**src/rtl/core/clipped_rgb_pixel_row_writer_macros.svh**
```systemverilog
// Assertion macros for the clipped RGB pixel row writer.
// Expects clk and rst_n in the scope of use; define NO_ASSERTIONS to drop them.
`ifndef CLIPPED_RGB_PIXEL_ROW_WRITER_MACROS_SVH
`define CLIPPED_RGB_PIXEL_ROW_WRITER_MACROS_SVH

`ifndef NO_ASSERTIONS

// same-cycle implication
`define CRPW_ASSERT_IMP(name, pre, post, msg) \
  name: assert property (@(posedge clk) disable iff (!rst_n) (pre) |-> (post)) \
    else $error(msg);

// next-cycle implication
`define CRPW_ASSERT_NXT(name, pre, post, msg) \
  name: assert property (@(posedge clk) disable iff (!rst_n) (pre) |=> (post)) \
    else $error(msg);

`else

`define CRPW_ASSERT_IMP(name, pre, post, msg)
`define CRPW_ASSERT_NXT(name, pre, post, msg)

`endif

`endif

```
**src/rtl/core/crpw_pkg.sv**
```systemverilog
// Shared types and constants for the clipped RGB pixel row writer.
// No dependencies.
`timescale 1ns / 1ps

package crpw_pkg;

  localparam int MASK_WIDTH = 8;
  localparam int LANE_W     = (MASK_WIDTH > 1) ? $clog2(MASK_WIDTH) : 1;

  localparam int CFG_IDX_W  = 3;
  localparam int CFG_DATA_W = 16;

  localparam int ROW_W = 29;   // 13-bit row times 16-bit pitch
  localparam int T_W   = 24;   // scaled channel numerator
  localparam int Q_W   = 16;   // scaled channel result

  localparam int QUEUE_DEPTH = 4;
  localparam int QCNT_W      = $clog2(QUEUE_DEPTH + 1);
  localparam int QPTR_W      = (QUEUE_DEPTH > 1) ? $clog2(QUEUE_DEPTH) : 1;

  typedef enum logic [CFG_IDX_W-1:0] {
    REG_ENABLED,
    REG_PITCH,
    REG_WIDTH,
    REG_HEIGHT,
    REG_BPP,
    REG_RED_FMT,
    REG_GREEN_FMT,
    REG_BLUE_FMT
  } cfg_reg_t;

  typedef struct packed {
    logic        enabled;
    logic [15:0] pitch_bytes;
    logic [12:0] clip_width;
    logic [12:0] clip_height;
    logic [5:0]  bits_per_pixel;
    logic [8:0]  red_format;
    logic [8:0]  green_format;
    logic [8:0]  blue_format;
  } cfg_t;

  typedef struct packed {
    logic signed [15:0] pos_x;
    logic signed [15:0] pos_y;
    logic [23:0]        rgb_color;
    logic [7:0]         pixel_mask;
  } in_word_t;

  typedef struct packed {
    logic [31:0] byte_offset;
    logic [31:0] pixel_value;
    logic [2:0]  byte_count;
    logic        is_last;
  } out_word_t;

  // one classified item waiting for the back end
  typedef struct packed {
    logic [ROW_W-1:0]      row_base;
    logic [15:0]           x0;
    logic [MASK_WIDTH-1:0] lanes;       // bit i: pixel at x0+i is written
    logic [31:0]           pixel_value;
    logic [2:0]            byte_count;
    logic [2:0]            stride;
  } work_t;

  typedef struct packed {
    logic              empty;
    logic [QCNT_W-1:0] count;
  } q_status_t;

endpackage

```
**src/rtl/core/crpw_front.sv**
```systemverilog
// Front end: takes words, clips each pixel, scales and packs the colour.
// Three register stages; depends on crpw_pkg.
`timescale 1ns / 1ps

module crpw_front import crpw_pkg::*; (
  input  logic      clk,
  input  logic      rst_n,
  input  cfg_t      cfg,
  input  logic      start,
  output logic      busy,
  input  in_word_t  in_data,
  input  q_status_t q_status,
  output logic      push,
  output work_t     push_data
);

  localparam int BUSY_W = QCNT_W + 1;

  logic     accept;
  logic     s1_v_r;
  in_word_t s1_item_r;

  logic                  s2_v_r;
  work_t                 s2_work_r;
  logic [T_W-1:0]        s2_t_r   [3];
  logic [4:0]            s2_pos_r [3];

  logic                  s3_v_r;
  work_t                 s3_work_r;
  logic [T_W-1:0]        s3_t_r   [3];
  logic [Q_W-1:0]        s3_q0_r  [3];
  logic [4:0]            s3_pos_r [3];

  // stage 1 logic
  logic [7:0]            chan   [3];
  logic [3:0]            size_c [3];
  logic [4:0]            pos_c  [3];
  logic [T_W-1:0]        t_c    [3];
  logic signed [16:0]    x_lane [MASK_WIDTH];
  logic [MASK_WIDTH-1:0] lanes;
  logic [2:0]            bpp_bytes;
  logic [2:0]            wr_count;
  logic                  y_ok;
  logic                  use_default;
  logic [ROW_W-1:0]      row_base;
  logic                  s1_keep;

  // stage 2 and 3 logic
  logic [31:0]           prod   [3];
  logic [Q_W-1:0]        q0_c   [3];
  logic [T_W-1:0]        back_c [3];
  logic [T_W-1:0]        rem_c  [3];
  logic [Q_W-1:0]        q_c    [3];
  logic [31:0]           packed_val;

  logic [BUSY_W-1:0]     inflight;

  // everything in the pipe will land in the queue at worst
  assign inflight = BUSY_W'(q_status.count) + BUSY_W'(s1_v_r) + BUSY_W'(s2_v_r)
                  + BUSY_W'(s3_v_r);
  assign busy     = inflight >= BUSY_W'(QUEUE_DEPTH);
  assign accept   = start && !busy;

  always_comb begin
    chan[0] = s1_item_r.rgb_color[23:16];
    chan[1] = s1_item_r.rgb_color[15:8];
    chan[2] = s1_item_r.rgb_color[7:0];
    size_c[0] = cfg.red_format[3:0];
    size_c[1] = cfg.green_format[3:0];
    size_c[2] = cfg.blue_format[3:0];
    pos_c[0]  = cfg.red_format[8:4];
    pos_c[1]  = cfg.green_format[8:4];
    pos_c[2]  = cfg.blue_format[8:4];

    use_default = (size_c[0] == 4'd0) && (size_c[1] == 4'd0) && (size_c[2] == 4'd0)
               && (cfg.bits_per_pixel >= 6'd24);
    if (use_default) begin
      size_c[0] = 4'd8; pos_c[0] = 5'd16;
      size_c[1] = 4'd8; pos_c[1] = 5'd8;
      size_c[2] = 4'd8; pos_c[2] = 5'd0;
    end

    // v*(2^n-1)+127, the divide by 255 follows in stages 2 and 3
    for (int c = 0; c < 3; c++) begin
      t_c[c] = (T_W'(chan[c]) << size_c[c]) - T_W'(chan[c]) + T_W'(127);
    end

    for (int i = 0; i < MASK_WIDTH; i++) begin
      x_lane[i] = 17'(s1_item_r.pos_x) + 17'(i);
      lanes[i]  = s1_item_r.pixel_mask[MASK_WIDTH-1-i] && !x_lane[i][16]
               && (x_lane[i][15:0] < {3'b000, cfg.clip_width});
    end

    bpp_bytes = cfg.bits_per_pixel[5:3];
    wr_count  = (bpp_bytes > 3'd4) ? 3'd4 : bpp_bytes;
    y_ok      = !s1_item_r.pos_y[15]
             && (16'(s1_item_r.pos_y) < {3'b000, cfg.clip_height});
    row_base  = ROW_W'(s1_item_r.pos_y[12:0]) * ROW_W'(cfg.pitch_bytes);
    s1_keep   = s1_v_r && cfg.enabled && (bpp_bytes != 3'd0) && y_ok && (|lanes);
  end

  // t/255 within one below: floor(t*257/65536)
  always_comb begin
    for (int c = 0; c < 3; c++) begin
      prod[c] = (32'(s2_t_r[c]) << 8) + 32'(s2_t_r[c]);
      q0_c[c] = prod[c][31:16];
    end
  end

  always_comb begin
    packed_val = '0;
    for (int c = 0; c < 3; c++) begin
      back_c[c]  = (T_W'(s3_q0_r[c]) << 8) - T_W'(s3_q0_r[c]);
      rem_c[c]   = s3_t_r[c] - back_c[c];
      q_c[c]     = s3_q0_r[c] + ((rem_c[c] >= T_W'(255)) ? Q_W'(1) : Q_W'(0));
      packed_val = packed_val | (32'(q_c[c]) << s3_pos_r[c]);
    end
    push_data             = s3_work_r;
    push_data.pixel_value = packed_val;
  end

  assign push = s3_v_r;

  always_ff @(posedge clk) begin
    if (!rst_n) begin
      s1_v_r <= 1'b0;
      s2_v_r <= 1'b0;
      s3_v_r <= 1'b0;
    end else begin
      s1_v_r <= accept;
      s2_v_r <= s1_keep;
      s3_v_r <= s2_v_r;
    end
  end

  always_ff @(posedge clk) begin
    if (accept) begin
      s1_item_r <= in_data;
    end
    s2_work_r.row_base    <= row_base;
    s2_work_r.x0          <= s1_item_r.pos_x;
    s2_work_r.lanes       <= lanes;
    s2_work_r.pixel_value <= '0;
    s2_work_r.byte_count  <= wr_count;
    s2_work_r.stride      <= bpp_bytes;
    s3_work_r             <= s2_work_r;
    for (int c = 0; c < 3; c++) begin
      s2_t_r[c]   <= t_c[c];
      s2_pos_r[c] <= pos_c[c];
      s3_t_r[c]   <= s2_t_r[c];
      s3_q0_r[c]  <= q0_c[c];
      s3_pos_r[c] <= s2_pos_r[c];
    end
  end

endmodule

```
**src/rtl/core/crpw_queue.sv**
```systemverilog
// Short queue of classified words between front and back end.
// Depends on crpw_pkg and the assertion macro header.
`timescale 1ns / 1ps
`include "clipped_rgb_pixel_row_writer_macros.svh"

module crpw_queue import crpw_pkg::*; (
  input  logic      clk,
  input  logic      rst_n,
  input  logic      push,
  input  work_t     push_data,
  input  logic      pop,
  output work_t     head,
  output q_status_t status
);

  work_t             mem_r [QUEUE_DEPTH];
  logic [QPTR_W-1:0] wr_ptr_r, wr_ptr_nxt;
  logic [QPTR_W-1:0] rd_ptr_r, rd_ptr_nxt;
  logic [QCNT_W-1:0] count_r, count_nxt;

  assign head         = mem_r[rd_ptr_r];
  assign status.empty = (count_r == '0);
  assign status.count = count_r;

  always_comb begin
    wr_ptr_nxt = wr_ptr_r;
    rd_ptr_nxt = rd_ptr_r;
    count_nxt  = count_r;
    if (push) begin
      wr_ptr_nxt = (wr_ptr_r == QPTR_W'(QUEUE_DEPTH - 1)) ? '0 : wr_ptr_r + 1'b1;
    end
    if (pop) begin
      rd_ptr_nxt = (rd_ptr_r == QPTR_W'(QUEUE_DEPTH - 1)) ? '0 : rd_ptr_r + 1'b1;
    end
    if (push && !pop) begin
      count_nxt = count_r + 1'b1;
    end else if (pop && !push) begin
      count_nxt = count_r - 1'b1;
    end
  end

  always_ff @(posedge clk) begin
    if (!rst_n) begin
      wr_ptr_r <= '0;
      rd_ptr_r <= '0;
      count_r  <= '0;
    end else begin
      wr_ptr_r <= wr_ptr_nxt;
      rd_ptr_r <= rd_ptr_nxt;
      count_r  <= count_nxt;
    end
  end

  always_ff @(posedge clk) begin
    if (push) begin
      mem_r[wr_ptr_r] <= push_data;
    end
  end

  `CRPW_ASSERT_IMP(a_no_overflow, push && !pop, count_r != QCNT_W'(QUEUE_DEPTH), "queue overflow")
  `CRPW_ASSERT_IMP(a_no_underflow, pop, count_r != '0, "pop from empty queue")
  `CRPW_ASSERT_NXT(a_count_up, push && !pop, count_r == $past(count_r) + 1'b1, "count lost a word")

endmodule

```
**src/rtl/core/crpw_back.sv**
```systemverilog
// Back end: issues one pixel write a cycle, while it holds a word, from the word at the queue head.
// Depends on crpw_pkg and the assertion macro header.
`timescale 1ns / 1ps
`include "clipped_rgb_pixel_row_writer_macros.svh"

module crpw_back import crpw_pkg::*; (
  input  logic      clk,
  input  logic      rst_n,
  input  work_t     head,
  input  q_status_t q_status,
  output logic      pop,
  output logic      out_strobe,
  output out_word_t out_data
);

  logic                  cur_v_r, cur_v_nxt;
  work_t                 cur_r;
  logic [MASK_WIDTH-1:0] rem_r, rem_nxt;
  logic [MASK_WIDTH-1:0] sel_oh;
  logic [MASK_WIDTH-1:0] rem_after;
  logic [LANE_W-1:0]     sel_idx;
  logic [15:0]           x_pix;
  logic [15:0]           x_bytes;
  logic                  last;

  logic                  out_strobe_r;
  out_word_t             out_data_r;

  always_comb begin
    sel_oh    = rem_r & (~rem_r + MASK_WIDTH'(1));   // lowest pending pixel
    rem_after = rem_r & ~sel_oh;
    sel_idx   = '0;
    for (int i = 0; i < MASK_WIDTH; i++) begin
      if (sel_oh[i]) begin
        sel_idx = LANE_W'(i);
      end
    end
    // a pending pixel is on screen, so x fits 13 bits
    x_pix   = cur_r.x0 + 16'(sel_idx);
    x_bytes = 16'(x_pix[12:0]) * 16'(cur_r.stride);
    last    = cur_v_r && (rem_after == '0);
    pop     = !q_status.empty && (!cur_v_r || last);

    cur_v_nxt = cur_v_r;
    rem_nxt   = rem_r;
    if (pop) begin
      cur_v_nxt = 1'b1;
      rem_nxt   = head.lanes;
    end else if (last) begin
      cur_v_nxt = 1'b0;
    end else if (cur_v_r) begin
      rem_nxt = rem_after;
    end
  end

  always_ff @(posedge clk) begin
    if (!rst_n) begin
      cur_v_r      <= 1'b0;
      out_strobe_r <= 1'b0;
    end else begin
      cur_v_r      <= cur_v_nxt;
      out_strobe_r <= cur_v_r;
    end
  end

  always_ff @(posedge clk) begin
    rem_r <= rem_nxt;
    if (pop) begin
      cur_r <= head;
    end
    out_data_r.byte_offset <= 32'(cur_r.row_base) + 32'(x_bytes);
    out_data_r.pixel_value <= cur_r.pixel_value;
    out_data_r.byte_count  <= cur_r.byte_count;
    out_data_r.is_last     <= last;
  end

  assign out_strobe = out_strobe_r;
  assign out_data   = out_data_r;

  `CRPW_ASSERT_NXT(a_burst_unbroken, out_strobe_r && !out_data_r.is_last, out_strobe_r, "write burst broken before last pixel")
  `CRPW_ASSERT_IMP(a_pop_when_free, pop, !cur_v_r || last, "head taken while a word is in progress")
  `CRPW_ASSERT_IMP(a_count_nonzero, out_strobe_r, out_data_r.byte_count != 3'd0, "write of zero bytes")

endmodule

```
**src/rtl/core/clipped_rgb_pixel_row_writer.sv**
```systemverilog
// Top level of the clipped RGB pixel row writer: register file and wiring.
// Depends on crpw_pkg, crpw_front, crpw_queue and crpw_back.
`timescale 1ns / 1ps

// A word (position, colour, eight-pixel row mask) is taken when start is high
// and busy is low. Each selected on-screen pixel gives one write on out_data,
// strobed by out_strobe for a single cycle; the receiver cannot stall, so it
// must take a write on every strobe. With the back end idle, the first write
// of a word passes the three front stages, the queue and the back end's word
// and output registers. A word gives one to eight pixel writes, at one pixel
// write per cycle while the back end holds a word; it takes the next queued
// word as it writes the last pixel. Words that write nothing are dropped in
// the front end and never reach the queue. busy is high while four words are
// held between the three front stages and the four-entry queue.
// Registers are written through cfg_we/cfg_index/cfg_data and must only
// change while no word is in flight.

module clipped_rgb_pixel_row_writer import crpw_pkg::*; (
  input  logic                  clk,
  input  logic                  rst_n,
  input  logic                  start,
  output logic                  busy,
  input  in_word_t              in_data,
  output logic                  out_strobe,
  output out_word_t             out_data,
  input  logic                  cfg_we,
  input  logic [CFG_IDX_W-1:0]  cfg_index,
  input  logic [CFG_DATA_W-1:0] cfg_data
);

  cfg_t      cfg_r;
  work_t     push_data;
  work_t     head;
  q_status_t q_status;
  logic      push;
  logic      pop;

  always_ff @(posedge clk) begin
    if (!rst_n) begin
      cfg_r.enabled        <= 1'b0;
      cfg_r.pitch_bytes    <= '0;
      cfg_r.clip_width     <= '0;
      cfg_r.clip_height    <= '0;
      cfg_r.bits_per_pixel <= 6'd32;
      cfg_r.red_format     <= '0;
      cfg_r.green_format   <= '0;
      cfg_r.blue_format    <= '0;
    end else if (cfg_we) begin
      unique case (cfg_reg_t'(cfg_index))
        REG_ENABLED:   cfg_r.enabled        <= cfg_data[0];
        REG_PITCH:     cfg_r.pitch_bytes    <= cfg_data;
        REG_WIDTH:     cfg_r.clip_width     <= cfg_data[12:0];
        REG_HEIGHT:    cfg_r.clip_height    <= cfg_data[12:0];
        REG_BPP:       cfg_r.bits_per_pixel <= cfg_data[5:0];
        REG_RED_FMT:   cfg_r.red_format     <= cfg_data[8:0];
        REG_GREEN_FMT: cfg_r.green_format   <= cfg_data[8:0];
        REG_BLUE_FMT:  cfg_r.blue_format    <= cfg_data[8:0];
      endcase
    end
  end

  crpw_front u_front (
    .clk       (clk),
    .rst_n     (rst_n),
    .cfg       (cfg_r),
    .start     (start),
    .busy      (busy),
    .in_data   (in_data),
    .q_status  (q_status),
    .push      (push),
    .push_data (push_data)
  );

  crpw_queue u_queue (
    .clk       (clk),
    .rst_n     (rst_n),
    .push      (push),
    .push_data (push_data),
    .pop       (pop),
    .head      (head),
    .status    (q_status)
  );

  crpw_back u_back (
    .clk        (clk),
    .rst_n      (rst_n),
    .head       (head),
    .q_status   (q_status),
    .pop        (pop),
    .out_strobe (out_strobe),
    .out_data   (out_data)
  );

endmodule
```
**config.mk**
```make
export PLATFORM = sky130hd
export DESIGN_NAME = clipped_rgb_pixel_row_writer
export DESIGN_NICKNAME = d
export VERILOG_FILES = /design/src/rtl/core/crpw_pkg.sv /design/src/rtl/core/crpw_front.sv /design/src/rtl/core/crpw_queue.sv /design/src/rtl/core/crpw_back.sv /design/src/rtl/core/clipped_rgb_pixel_row_writer.sv
export VERILOG_INCLUDE_DIRS = /design/src /design/src/rtl/core
export SDC_FILE = /design/constraint.sdc
export NUM_CORES = 2
export LEC_CHECK = 0
export BUFFER_PORTS_ARGS = -buffer_cell sky130_fd_sc_hd__buf_2
export CAP_MARGIN = 20
export CORE_ASPECT_RATIO = 0.6
export CORE_MARGIN = 2
export CORE_UTILIZATION = 50
export CTS_CLUSTER_DIAMETER = 30
export DETAILED_ROUTE_END_ITERATION = 10
export MAX_ROUTING_LAYER = met4
export PLACE_DENSITY_LB_ADDON = 0.25
export SYNTH_ARGS = -nofsm -noshare
export SYNTH_HDL_FRONTEND = slang
export SYNTH_SLANG_ARGS = --single-unit
```
**constraint.sdc**
```tcl
create_clock -name clk -period 16.54 [get_ports clk]
set_input_delay 1.654 -clock clk [delete_from_list [all_inputs] [get_ports clk]]
set_output_delay 1.654 -clock clk [all_outputs]
set_load 0.1 [all_outputs]
```
==> reports/metrics.csv <==
metric;value;unit
drc;0;
crit_arrival;8.13;ns
cp_common_cell;mux2i_1;
final_cell_mix;558 x nand2_1, 558 x inv_1, 504 x edfxtp_1, 485 x dfxtp_1, 468 x ha_1;
clk_path_buf_depth;3;
endpoint_kind;flop;
holdWs;0.309;ns
die_h;267;um
antenna_left;0;
synth_xor_xnor_area_share;4.64;%
finalSetupTns;0;ns
yosys.area_share.adder;17.5;%
hold_class;reg2reg;
synth_top_family_by_area;adder cells;
io_pins;157;
whs_path_depth;0;
ctsHoldBuffers;0;
synthCells;5479;
hold_viol_final;0;
crit_slowest_cell;a2111oi_2;
grtUsageTotal;27.0;%
cpPeakStageDelay;0.55;ns
cts_resized;0;
synthesis.area;57500;sq um
vias_per_cell;5.74;
synthArstFlopShare;0;%
post-route-min-period;7.63;ns
syn_avg_cell_area;10.5;sq um
synth_flop_cell;edfxtp_1;
yosysUniqueCellTypes;83;
r2r_cells;24;
io_buffers;154;
setup_viol;0;
met1_usage;43.2;%
use_met3;6.24;%
start_kind;flop;
cts_setup_buffers;0;
first_pass_iters;6;
cts_tree;done;
timing.rr.end;u_queue.mem_r[0][35];
synth-compound-area-share;11.4;%
cts.clk_slew.worst_paths;0.06;ns
wl_per_cell;21.3;um
clock-root-buffer;clkbuf_16;
crit_chain;inv_1 -> fa_1 -> inv_1 -> ha_1 -> a21oi_1 -> o221ai_1 -> a211oi_1 -> nor3_1 -> a2111oi_2 -> nor2b_1 -> a2111oi_0 -> xor2_1 -> o211a_1 -> o2111ai_1 -> ha_1 -> nand2_1 -> nor3_1 -> nand2_1 -> xnor2_1 -> o21ai_0 -> mux2i_1 -> mux2i_1 -> mux2i_1 -> o21ai_0;
dp_hpwl;116000;um
synthSimpleGateAreaFrac;12.9;%
busiest_layer;met1;
fin_nets;6377;
initial_utilization;50.4;%
clock_latency;0.77;ns
ys_seq_elements;991;
drtIter0Drc;4308;
num_rows;96;
vdd_drop_max;0.000157;V
final_core_util;56.6;%
status;complete, no violations;
hold_start;u_front.s2_work_r[46];
drive_gt1_share;10.3;%
vias;41600;
area_delta_synth_final;12.3;%
finalClockSkew;0.0427;ns
synth_area_leaders;edfxtp_1 26%, dfxtp_1 17%, ha_1 10%;
fp.dieW;442;um
numCtsBuffers;135;
critical_path_peak_fanout;7;
grt_max_degree;86;
grt_pass1_vias;39000;
crit_type;reg2reg;
rrSetupSlack;8.91;ns
synth_edf_count;504;
use_met2;33.4;%
drv_slew;0;
cts_sinks;991;
rsz0062_at_grt;false;
place_congestion;0.989;
synth_mux_area_share;5.38;%
drv_cap;0;
antenna_found_initial;14;
synth.top_cell.area_share;26.3;%
ys_seq_area_share;43.3;%
power_density;221;nW/um^2
grt.overflow.total;0;
synth_top_area_cell;edfxtp_1;
whs_endpoint;u_front.push_data[46];
cts_htree_levels;4;
finalCritPeriodShare;46.1;%
max_freq;0.131;GHz
slew_headroom;20.3;%
leakagePower;26.9;nW
grt_pass1_wl;238000;um
r2r-start;u_front.s3_q0_r[0][8];
core-area;114000;sq um
ys_warn_count;0;
tightest_slew;1.19;ns
crit_required;17.04;ns
dieArea;118000;sq um
wl;155000;um
-- cells by family after synthesis --
family | after synthesis
multiplexers | 195
AO/OA/AOI/OAI | 989
other | 1
flip-flops | 991
XOR/XNOR | 305
adder cells (fa/ha/maj) | 679
buffers and inverters | 760
AND/OR/NAND/NOR | 1559
-- metal layers --
| layer | vias to the layer above | share of wire [%] |
|---|---|---|
| met5 | - | 0 |
| met4 | 0 | 1.7 |
| met3 | 191 | 9.1 |
| met2 | 1632 | 37 |
| met1 | 20200 | 52 |
| li1 | 19600 | - |
-- layout make-up --
| cell class | instances | area (sq um) |
|---|---|---|
| inverters | 560 | 2100 |
| diodes | 4 | 10.0 |
| flip-flops and latches | 991 | 24900 |
| repair buffers | 196 | 1080 |
| fillers | 9621 | 49600 |
| clock inverters | 85 | 955 |
| multi-input cells | 3729 | 29800 |
| clock buffers | 166 | 3860 |
| well taps | 1519 | 1900 |
-- stage by stage --
stage / cells / power [mW] / setup slack, ns / instance area [sq um]
floorplan: 5480 / 9.27 / 10.17 / 57500
global placement: 6994 / 11.1 / 9.42 / 59800
detailed placement: 6995 / 11.1 / 9.18 / 59800
CTS: 7246 / 14.2 / 9.15 / 64600
global route: 7249 / 15.3 / 8.35 / 64600
finish: 7250 / 14.3 / 8.91 / 64600
-- how the worst max path moves through the flow --
stage / start / end / slack, ns / cells past startpoint
2_1_floorplan: u_front.s3_q0_r[0][22] / u_queue.mem_r[0][34] / 10.17 / 27
5_1_grt: u_front.s3_q0_r[0][8] / u_queue.mem_r[0][35] / 8.35 / 24
3_3_place_gp: u_front.s3_q0_r[0][8] / u_queue.mem_r[0][31] / 9.42 / 25
6_report: u_front.s3_q0_r[0][8] / u_queue.mem_r[0][35] / 8.91 / 24
4_1_cts: u_front.s3_q0_r[0][8] / u_queue.mem_r[0][35] / 9.15 / 24
3_5_place_dp: u_front.s3_q0_r[0][8] / u_queue.mem_r[0][17] / 9.18 / 25
-- synthesized netlist by cell type, drive strengths merged, types with 37 or more instances --
| library cell | n |
|---|---|
| a211oi | 37 |
| inv | 559 |
| xnor2 | 194 |
| o21ai | 193 |
| nand4 | 47 |
| ha | 468 |
| and3 | 53 |
| nand2b | 64 |
| a21boi | 82 |
| clkbuf | 171 |
| a21oi | 237 |
| mux2i | 84 |
| nor3 | 112 |
| edfxtp | 504 |
| and2 | 125 |
| xor2 | 111 |
| a21o | 76 |
| nand3 | 103 |
| fa | 209 |
| dfxtp | 487 |
| o21a | 42 |
| nor2 | 314 |
| nand2 | 558 |
| nor2b | 78 |
| mux4 | 89 |
| a31oi | 39 |
-- critical path: cells and delay by family (launching register included) --
kind | cells | cell delay (ns)
buffers and inverters | 2 | 0.18
adders and majority gates | 3 | 1.18
DFF | 1 | 0.44
and+or+nand+nor | 5 | 1.16
AOI/OAI and AO/OA | 9 | 3.23
xor gates and xnor gates | 2 | 0.29
muxes | 3 | 0.90
-- power by group --
| group | total [mW] | switching [mW] | internal [mW] |
|---|---|---|---|
| logic | 7.45 | 4.65 | 2.80 |
| clock network | 3.00 | 1.21 | 1.79 |
| registers | 3.81 | 0.520 | 3.29 |
| total | 14.3 | 6.38 | 7.88 |
-- sequential cells by signal, summed over array words and instances, names as in the netlist, named ones only --
register and count:
u_front.s3_pos_r 15, u_back.cur_v_r 1, u_front.s2_pos_r 15, u_front.s3_q0_r 48, u_queue.count_r 3, u_front.chan 24
u_front.s2_work_r 56, u_front.s2_t_r 72, u_front.s1_v_r 1, u_back.rem_r 8, u_front.s2_v_r 1, u_back.out_strobe 1
cfg_r 73, u_back.cur_r 80, u_front.push_data 56, u_queue.wr_ptr_r 2, u_front.s3_t_r 72, u_queue.rd_ptr_r 2
u_front.s1_item_r 40, u_front.push 1, u_queue.mem_r 352, u_back.out_data 66
(Power assumes the default switching activity.)
